### src/rtl/rdfd_pkg.sv
// Shared types, constants and the gear-to-duty table for the drive frame decoder.
// No dependencies; every rdfd module imports this package.
package rdfd_pkg;

    // frame byte codes
    localparam logic [7:0] HEADER_BYTE   = 8'h01;
    localparam logic [7:0] DIR_FORWARD   = 8'h00;
    localparam logic [7:0] DIR_BACKWARD  = 8'hFF;
    localparam logic [7:0] STEER_LOW     = 8'h00;
    localparam logic [7:0] STEER_HIGH    = 8'hFF;
    localparam logic [7:0] PINS_FORWARD  = 8'h05;
    localparam logic [7:0] PINS_BACKWARD = 8'h00;

    // gear limits
    localparam logic [2:0] GEAR_MIN = 3'd1;
    localparam logic [2:0] GEAR_MAX = 3'd5;

    // position inside a frame
    typedef enum logic [3:0] {
        POS_HEADER  = 4'b0001,
        POS_DIR     = 4'b0010,
        POS_STEER   = 4'b0100,
        POS_BUTTONS = 4'b1000
    } frame_pos_t;

    // state carried from frame to frame
    typedef struct packed {
        logic [7:0] dir_byte;
        logic [7:0] steer_byte;
        logic [2:0] gear;
        logic       up_prev;
        logic       down_prev;
        logic [7:0] pins;
    } drive_state_t;

    // one result word
    typedef struct packed {
        logic [7:0] duty_a;
        logic [7:0] duty_b;
        logic [7:0] pins;
        logic [2:0] gear;
    } drive_result_t;

    // 128 / gear; out-of-range gears repeat the nearest entry
    function automatic logic [7:0] duty_lookup(input logic [2:0] gear);
        logic [7:0] d;
        case (gear)
            3'd0:    d = 8'd128;
            3'd1:    d = 8'd128;
            3'd2:    d = 8'd64;
            3'd3:    d = 8'd42;
            3'd4:    d = 8'd32;
            default: d = 8'd25;
        endcase
        return d;
    endfunction

endpackage

### src/rtl/rdfd_drive_calc.sv
// Combinational frame evaluation: duties, direction pins and gear update.
// Depends on rdfd_pkg.
module rdfd_drive_calc
    import rdfd_pkg::*;
(
    input  drive_state_t  state_in,
    input  logic [7:0]    button_byte,
    output drive_result_t result,
    output drive_state_t  state_out
);

    logic [7:0] duty;
    logic       is_fwd;
    logic       is_bwd;
    logic [2:0] gear_up;
    logic [2:0] gear_dn;
    logic       up_now;
    logic       down_now;

    // duties and pins from the stored direction and steering bytes
    always_comb begin
        duty          = duty_lookup(state_in.gear);
        is_fwd        = (state_in.dir_byte == DIR_FORWARD);
        is_bwd        = (state_in.dir_byte == DIR_BACKWARD);
        result.duty_a = '0;
        result.duty_b = '0;
        result.pins   = state_in.pins;
        if (is_fwd || is_bwd) begin
            result.pins = is_fwd ? PINS_FORWARD : PINS_BACKWARD;
            if (state_in.steer_byte == STEER_LOW) begin
                result.duty_a = is_fwd ? 8'd0 : duty;
                result.duty_b = is_fwd ? duty : 8'd0;
            end else if (state_in.steer_byte == STEER_HIGH) begin
                result.duty_a = is_fwd ? duty : 8'd0;
                result.duty_b = is_fwd ? 8'd0 : duty;
            end else begin
                result.duty_a = duty;
                result.duty_b = duty;
            end
        end
        result.gear = gear_dn;
    end

    // gear shifts on button release (active low), up before down
    always_comb begin
        up_now   = ~button_byte[0];
        down_now = ~button_byte[1];
        gear_up  = state_in.gear;
        if (!up_now && state_in.up_prev && (state_in.gear < GEAR_MAX)) begin
            gear_up = state_in.gear + 3'd1;
        end
        gear_dn = gear_up;
        if (!down_now && state_in.down_prev && (gear_up > GEAR_MIN)) begin
            gear_dn = gear_up - 3'd1;
        end
        state_out           = state_in;
        state_out.gear      = gear_dn;
        state_out.up_prev   = up_now;
        state_out.down_prev = down_now;
        state_out.pins      = result.pins;
    end

endmodule

### src/rtl/remote_drive_frame_decoder_unit.sv
// Top level of the drive frame decoder: input word register, frame tracking,
// result register. Depends on rdfd_pkg and rdfd_drive_calc.
//
// Usage:
//   s_valid/s_ready/s_rx_byte carry received serial bytes, one word each.
//   A frame is header 0x01, direction, steering, buttons; bytes seen while
//   waiting for a header are dropped without a result.
//   m_valid/m_ready carry one result word per frame: m_duty_a, m_duty_b,
//   m_direction_pins, m_gear_now.
// Timing:
//   One byte accepted per cycle, sustained while no button byte waits on a
//   stalled result. A byte is held in the input register and is evaluated
//   from there into the result register, so the result of a button byte
//   shows on m_valid once it has passed through both registers.
// Stall:
//   While a result waits on m_ready, header, direction and steering bytes
//   still flow; a button byte waits in the input register and s_ready stays
//   low until the result register frees.
// Reset:
//   aresetn (synchronous, active low) empties both registers, returns to
//   waiting for a header, gear 1, pins 0, buttons released.
module remote_drive_frame_decoder_unit
    import rdfd_pkg::*;
(
    input  logic       aclk,
    input  logic       aresetn,
    input  logic       s_valid,
    output logic       s_ready,
    input  logic [7:0] s_rx_byte,
    output logic       m_valid,
    input  logic       m_ready,
    output logic [7:0] m_duty_a,
    output logic [7:0] m_duty_b,
    output logic [7:0] m_direction_pins,
    output logic [2:0] m_gear_now
);

    logic          in_valid_reg, in_valid_next;
    logic [7:0]    in_byte_reg;
    frame_pos_t    pos_reg, pos_next;
    drive_state_t  state_reg, state_next;
    logic          m_valid_reg, m_valid_next;
    drive_result_t res_reg;

    drive_result_t calc_result;
    drive_state_t  calc_state;
    logic          out_free;
    logic          is_last;
    logic          proc;
    logic          s_fire;

    rdfd_drive_calc u_calc (
        .state_in    (state_reg),
        .button_byte (in_byte_reg),
        .result      (calc_result),
        .state_out   (calc_state)
    );

    // handshake: a button byte needs a free result slot
    assign out_free = !m_valid_reg || m_ready;
    assign is_last  = (pos_reg == POS_BUTTONS);
    assign proc     = in_valid_reg && (!is_last || out_free);
    assign s_ready  = !in_valid_reg || proc;
    assign s_fire   = s_valid && s_ready;

    // next state of the frame tracker
    always_comb begin
        in_valid_next = s_fire ? 1'b1 : (proc ? 1'b0 : in_valid_reg);
        pos_next      = pos_reg;
        state_next    = state_reg;
        m_valid_next  = (m_valid_reg && !m_ready) || (proc && is_last);
        if (proc) begin
            case (pos_reg)
                POS_HEADER: begin
                    if (in_byte_reg == HEADER_BYTE) begin
                        pos_next = POS_DIR;
                    end
                end
                POS_DIR: begin
                    state_next.dir_byte = in_byte_reg;
                    pos_next            = POS_STEER;
                end
                POS_STEER: begin
                    state_next.steer_byte = in_byte_reg;
                    pos_next              = POS_BUTTONS;
                end
                POS_BUTTONS: begin
                    state_next = calc_state;
                    pos_next   = POS_HEADER;
                end
                default: begin
                    pos_next = POS_HEADER;
                end
            endcase
        end
    end

    // control registers
    always_ff @(posedge aclk) begin
        if (!aresetn) begin
            in_valid_reg         <= 1'b0;
            pos_reg              <= POS_HEADER;
            state_reg.dir_byte   <= '0;
            state_reg.steer_byte <= '0;
            state_reg.gear       <= GEAR_MIN;
            state_reg.up_prev    <= 1'b0;
            state_reg.down_prev  <= 1'b0;
            state_reg.pins       <= '0;
            m_valid_reg          <= 1'b0;
        end else begin
            in_valid_reg <= in_valid_next;
            pos_reg      <= pos_next;
            state_reg    <= state_next;
            m_valid_reg  <= m_valid_next;
        end
    end

    // payload registers
    always_ff @(posedge aclk) begin
        if (s_fire) begin
            in_byte_reg <= s_rx_byte;
        end
        if (proc && is_last) begin
            res_reg <= calc_result;
        end
    end

    assign m_valid          = m_valid_reg;
    assign m_duty_a         = res_reg.duty_a;
    assign m_duty_b         = res_reg.duty_b;
    assign m_direction_pins = res_reg.pins;
    assign m_gear_now       = res_reg.gear;

endmodule

### config.mk
export PLATFORM = sky130hd
export DESIGN_NAME = remote_drive_frame_decoder_unit
export DESIGN_NICKNAME = d
export VERILOG_FILES = /design/src/rtl/rdfd_pkg.sv /design/src/rtl/rdfd_drive_calc.sv /design/src/rtl/remote_drive_frame_decoder_unit.sv
export SDC_FILE = /design/constraint.sdc
export NUM_CORES = 1
export LEC_CHECK = 0
export BUFFER_PORTS_ARGS = -buffer_cell sky130_fd_sc_hd__buf_2
export CAP_MARGIN = 20
export CELL_PAD_IN_SITES_DETAIL_PLACEMENT = 0
export CELL_PAD_IN_SITES_GLOBAL_PLACEMENT = 1
export CORE_AREA = 2 2 106 98
export CTS_CLUSTER_SIZE = 12
export DETAILED_ROUTE_END_ITERATION = 7
export DIE_AREA = 0 0 108 100
export PLACE_DENSITY = 0.65
export RECOVER_POWER = 100
export SETUP_SLACK_MARGIN = 0.4
export SLEW_MARGIN = 20
export SYNTH_ARGS = -nofsm -noshare
export SYNTH_HDL_FRONTEND = slang
export SYNTH_HIERARCHICAL = 1
export SYNTH_SLANG_ARGS = --single-unit
### constraint.sdc
create_clock -name aclk -period 3.2 [get_ports aclk]
set_input_delay 0.96 -clock aclk [delete_from_list [all_inputs] [get_ports aclk]]
set_output_delay 0.96 -clock aclk [all_outputs]
set_load 0.03 [all_outputs]
==> results.sh, run 1 <==
export IMPL_firstDrtPassIters=4
export IMPL_path_max_fanout=27
export IMPL_synth_area_leader_cell="edfxtp_1"
export IMPL_leakage_nw=1.39
export IMPL_p_switching_mw=0.374
export IMPL_combPwrFrac_pct=2.0
export IMPL_place_hpwl_um=3970
export IMPL_viasPerCell=4.77
export IMPL_slew_headroom_pct=-35.3
export IMPL_rows=35
export IMPL_setup_viol=0
export IMPL_synth_seq_area_share_pct=52.6
export IMPL_drt_wl_total_um=5760
export IMPL_p_seq_share_pct=59.2
export IMPL_finalNetCount=346
export IMPL_clockBufferDepth=2
export IMPL_synth_warning_count=6
export IMPL_die_height_um=100
export IMPL_cts_hold_buf=0
export IMPL_clkSinkCount=70
export IMPL_gp_congestion=0.707
export IMPL_clk_latency_ns=0.34
export IMPL_placed_area_um2=3390
export IMPL_switching_share_pct=23.2
export IMPL_synth_top_area_share_pct=31.6
export IMPL_status="finished, violations left"
export IMPL_hold_slack_ns=0.470
export IMPL_grtUsageTotal_pct=11.6
export IMPL_vias=2206
export IMPL_design_area_um2=3500
export IMPL_synthArstFlopShare_pct=0
export IMPL_violations="capacitance limit, slew limit"
export IMPL_hp_class="flop to flop"
export IMPL_grt_max_degree=50
export IMPL_syn_to_final_growth_pct=5.15
export IMPL_skew_ns=0.00963
export IMPL_crit_required_ns=3.15
export IMPL_grt_pass1_wl_um=9830
export IMPL_htreeDepth=3
export IMPL_postSynthRegisterBits=70
export IMPL_syn_inst=320
export IMPL_largest_register_ffs=29
export IMPL_cts_resized_gates=0
export IMPL_internal_power_mw=1.24
export IMPL_port_buffers=40
export IMPL_synth_most_common_cell="nand2_1"
export IMPL_crit_path_end_kind="flop"
export IMPL_finish_utilization_pct=35.5
export IMPL_avgSynthCellArea_um2=10.4
export IMPL_die_width_um=108
export IMPL_synthFlopType="edfxtp_1"
export IMPL_p_total_mw=1.61
export IMPL_start_util_pct=33.8
export IMPL_cts_made_buffers=9
export IMPL_finalWorstPathRequiredPeriod_ns=2.65
export IMPL_layout_drive_gt1_share_pct=11.4
export IMPL_peakVddDrop_uv=173
export IMPL_grt_overflow=0
export IMPL_p_clk_share_pct=38.8
export IMPL_drv_slew=50
export IMPL_synth_edf_count=35
export IMPL_fin_tns_setup_ns=0
export IMPL_ys_types=48
export IMPL_antenna_found_initial=0
export IMPL_post_cts_buffers=0
export IMPL_startpoint_type="input port"
export IMPL_antenna_cells=0
export IMPL_io_pins=41
export IMPL_grt_pass1_vias=2089
export IMPL_tightestPinTransition_ns=2.03
export IMPL_power_density_nw_per_um2=460
export IMPL_drc_errors=0
export IMPL_cts_tree="done"
export IMPL_syn_area_um2=3330
export IMPL_root_buffer="clkbuf_8"
export IMPL_grt_setup_unrepaired="false"
export IMPL_period_share_pct=82.9
export IMPL_synth_area_leaders="edfxtp_1, dfxtp_1, buf_4"
export IMPL_fp_dieArea_um2=10800
export IMPL_drtIter0Drc=120
export IMPL_drv_cap=1
export IMPL_wl_per_cell_um=12.5
export IMPL_clk_pin_slew_worst_paths_ns=0.07
export IMPL_arrival_ns=2.60
export IMPL_ys_top_cells_by_count="nand2_1, dfxtp_1, edfxtp_1"
export IMPL_crit_type="input port to flop"
export IMPL_hold_viol_final=0
export IMPL_core_um2=9850
export IMPL_fmax_ghz=0.377
export IMPL_ant_nets=0
[layout by cell type (no fill, tap or decap), types with 4 or more instances in the layout]
cell type and n:
nand2_1 46, edfxtp_1 35, dfxtp_1 35, clkbuf_1 31
nand3_1 28, o21ai_0 18, nor2_1 17, o211a_1 16
buf_2 10, clkbuf_8 9, inv_1 8, nor4_1 6
and2_0 6, ha_1 6, nor2b_1 4, nand4_1 4
[power by group through the flow]
| stage | clock network (mW) | registers (mW) | logic (mW) |
|---|---|---|---|
| after floorplan | 0 | 0.970 | 0.0240 |
| after global placement | 0 | 0.973 | 0.0321 |
| after detailed placement | 0 | 0.974 | 0.0321 |
| after CTS | 0.653 | 0.953 | 0.0321 |
| after global routing | 0.688 | 0.954 | 0.0362 |
| final | 0.625 | 0.953 | 0.0317 |
[critical path, cell delays in order]
cell and delay [ns]:
buf_2 0.08, nand2b_1 0.20, nand3_1 0.22, inv_1 0.10, clkbuf_1 1.02
[final timing paths]
kind                              startpoint            to  slack [ns]  cells after the start
worst max register to register    pos_reg[3]   m_duty_a[0]        0.55                      4
worst min register to register  state_reg[6]  state_reg[6]        0.47                      2
worst min-delay path            state_reg[6]  state_reg[6]        0.47                      2
worst max-delay path                 m_ready   m_duty_a[0]        0.55                      5
[per-stage QoR]
stage | cells | setup slack, ns
finish | 462 | 0.548
global route | 462 | 0.354
CTS | 462 | 0.682
detailed placement | 446 | 0.735
global placement | 446 | 0.744
floorplan | 321 | 0.657
[cells by family (layout without fill, tap and decap cells)]
kind of cell	count (synthesis)	after routing	synth area share, %
other	1	2	0.113
AOI/OAI and AO/OA	56	56	13.5
xor gates and xnor gates	4	4	1.05
muxes	2	2	0.601
adders and majority gates	6	6	2.25
and+or+nand+nor	126	126	19.1
buffers and inverters	55	67	10.8
DFF	70	70	52.6
[routing by layer]
layer  part of all wire (%)  vias up  wire length (um)  track usage (%)
met5                      0        -                 0                0
met4                   0.66        0                38             4.73
met3                    4.1        2               236             3.51
met2                     46       41              2670             18.5
met1                     49     1041              2810             14.7
li1                       -     1122                 -                -
[final cells by class]
class	instances	area [um^2]
Multi-Input combinational cell	196	1210
Timing Repair Buffer	43	181
Inverter	8	30.0
Clock buffer	9	124
Tap cell	129	161
Clock inverter	7	47.5
Fill cell	1037	6350
Sequential cell	70	1750
(Power assumes the default switching activity.)
==> run 2: changes to the inputs <==
ABC_AREA = 1   (was not set)
CORE_AREA = 2 2 116 106   (was 2 2 106 98)
DIE_AREA = 0 0 118 108   (was 0 0 108 100)
PLACE_DENSITY = 0.7   (was 0.65)
clock period = 2.4 ns   (was 3.2 ns; I/O delays follow)
==> results.sh, run 2 <==
export IMPL_fillers=1181
export IMPL_ys_types=30
export IMPL_crit_path_end_kind="output pin"
export IMPL_gp_congestion=0.798
export IMPL_port_buffers=40
export IMPL_grt_setup_unrepaired="true"
export IMPL_power_density_nw_per_um2=668
export IMPL_clk_latency_ns=0.33
export IMPL_htreeDepth=3
export IMPL_clockBufferDepth=2
export IMPL_wl_per_cell_um=10.9
export IMPL_largest_register_ffs=29
export IMPL_start_util_pct=34.7
export IMPL_seq_area_um2=1750
export IMPL_status="finished clean"
export IMPL_fin_tns_setup_ns=0
export IMPL_layout_drive_gt1_share_pct=13.1
export IMPL_synth_warning_count=6
export IMPL_grt_overflow=0
export IMPL_synth_most_common_cell="nand2_1"
export IMPL_cp_cell_sequence="buf_2, nor2_1, nand3_4, clkbuf_1"
export IMPL_drtIter0Drc=152
export IMPL_avgSynthCellArea_um2=7.61
export IMPL_skew_ns=0.00578
export IMPL_place_hpwl_um=5320
export IMPL_crit_type="input port to output pin"
export IMPL_grt_pass1_vias=2833
export IMPL_critPathSlowestCell="nor2_1"
export IMPL_syn_area_um2=3970
export IMPL_fmax_ghz=0.462
export IMPL_slowest_delay_ns=0.29
export IMPL_path_max_fanout=3
export IMPL_ys_top_cells_by_count="nand2_1, inv_1, nor2_1"
export IMPL_drv_slew=0
export IMPL_grt_pass1_wl_um=13100
export IMPL_syn_inst=521
export IMPL_synthFlopType="edfxtp_1"
export IMPL_cts_made_buffers=9
export IMPL_die_height_um=108
export IMPL_hp_class="flop to flop"
export IMPL_antenna_cells=0
export IMPL_synth_top_area_share_pct=26.5
export IMPL_reg2reg_slack_ns=0.42
export IMPL_syn_to_final_growth_pct=9.72
export IMPL_clk_pin_slew_worst_paths_ns=0.05
export IMPL_crit_required_ns=1.68
export IMPL_multi_input_area_um2=1520
export IMPL_grtUsageTotal_pct=12.8
export IMPL_ant_nets=0
export IMPL_finalWorstPathRequiredPeriod_ns=2.16
export IMPL_vias=2957
export IMPL_antenna_found_initial=0
export IMPL_fp_dieArea_um2=12700
export IMPL_rows=37
export IMPL_synth_area_leaders="edfxtp_1, dfxtp_1, nand2_1"
export IMPL_io_pins=41
export IMPL_finalNetCount=556
export IMPL_slew_headroom_pct=48.7
export IMPL_synthArstFlopShare_pct=0
export IMPL_synth_seq_area_share_pct=44.2
export IMPL_grt_max_degree=29
export IMPL_synth_area_leader_cell="edfxtp_1"
export IMPL_synth_edf_count=35
export IMPL_root_buffer="clkbuf_16"
export IMPL_period_share_pct=90.1
export IMPL_viasPerCell=4.23
export IMPL_startpoint_type="input port"
export IMPL_mostFrequentLayoutCells="nand2_1, inv_1, nor2_1"
export IMPL_die_width_um=118
export IMPL_cts_tree="done"
export IMPL_peakVddDrop_uv=402
export IMPL_tightestPinTransition_ns=0.769
export IMPL_drv_cap=0
export IMPL_clkSinkCount=70
export IMPL_leakage_nw=2.03
export IMPL_mostFrequentLayoutCell="nand2_1"
export IMPL_postSynthRegisterBits=70
export IMPL_core_um2=11400
export IMPL_hold_viol_final=0
export IMPL_setup_viol=0
export IMPL_drc_errors=0
export IMPL_firstDrtPassIters=4
export IMPL_arrival_ns=1.44
export IMPL_drt_wl_total_um=7610
export IMPL_p_total_mw=2.91
## run 2: final timing paths
path | start | endpoint | depth (start not counted)
setup / recovery | m_ready | s_ready | 4
hold / removal | state_reg[1] | state_reg[1] | 2
setup reg to reg | state_reg[10] | m_duty_a[1] | 8
hold reg to reg | state_reg[1] | state_reg[1] | 2
## run 2: cells by family after synthesis
family	after synthesis	synth area share [%]
AND/OR/NAND/NOR	289	32.3
buffers and inverters	123	16.5
flip-flops	70	44.2
AO/OA/AOI/OAI	31	4.86
adder cells (fa/ha/maj)	6	1.89
XOR/XNOR	1	0.221
other	1	0.0946
## run 2: area by class of cell
cell class                 instances  share of cell area, %
clock buffer                      12                   6.15
tap                              156                   4.49
timing repair buffer              48                   5.35
multi-input combinational        329                   35.0
sequential                        70                   40.3
clock inverter                     4                   1.73
inverter                          80                   6.99
## run 2: power by group
| group | internal [mW] | switching, mW |
|---|---|---|
| registers | 1.27 | 0.0150 |
| logic | 0.0399 | 0.0779 |
| clock network | 1.00 | 0.503 |
| total | 2.31 | 0.596 |
## run 2: per-layer routing
metal / up-vias / global-route usage (%) / wire length, um
met2: 71 / 20.0 / 3370
li1: 1591 / - / -
met3: 13 / 3.80 / 400
met1: 1282 / 16.7 / 3730
met4: 0 / 5.25 / 114
met5: - / 0 / 0
## run 2: repair_timing
item,CTS,global route
pin swaps,0,1
setup buffers,1,2
endpoints found under the setup margin,1,1
hold buffers,0,0
gates resized for setup,8,3
## run 2: critical path: cells and delay by family
kind | cells | cell delay (ns)
buf+inv | 2 | 0.32
simple gates | 2 | 0.40
## run 2: per-stage QoR
stage | util [%] | instances | worst slack (ns) | hold slack [ns] | cell area, um^2
floorplan | - | 522 | 0.481 | 0.445 | 3970
global placement | 35.5 | 680 | 0.337 | 0.452 | 4060
detailed placement | 35.5 | 680 | 0.332 | 0.458 | 4060
CTS | 38.9 | 697 | 0.410 | 0.476 | 4440
global route | 38.0 | 699 | 0.213 | 0.503 | 4350
finish | 38.0 | 699 | 0.237 | 0.475 | 4350
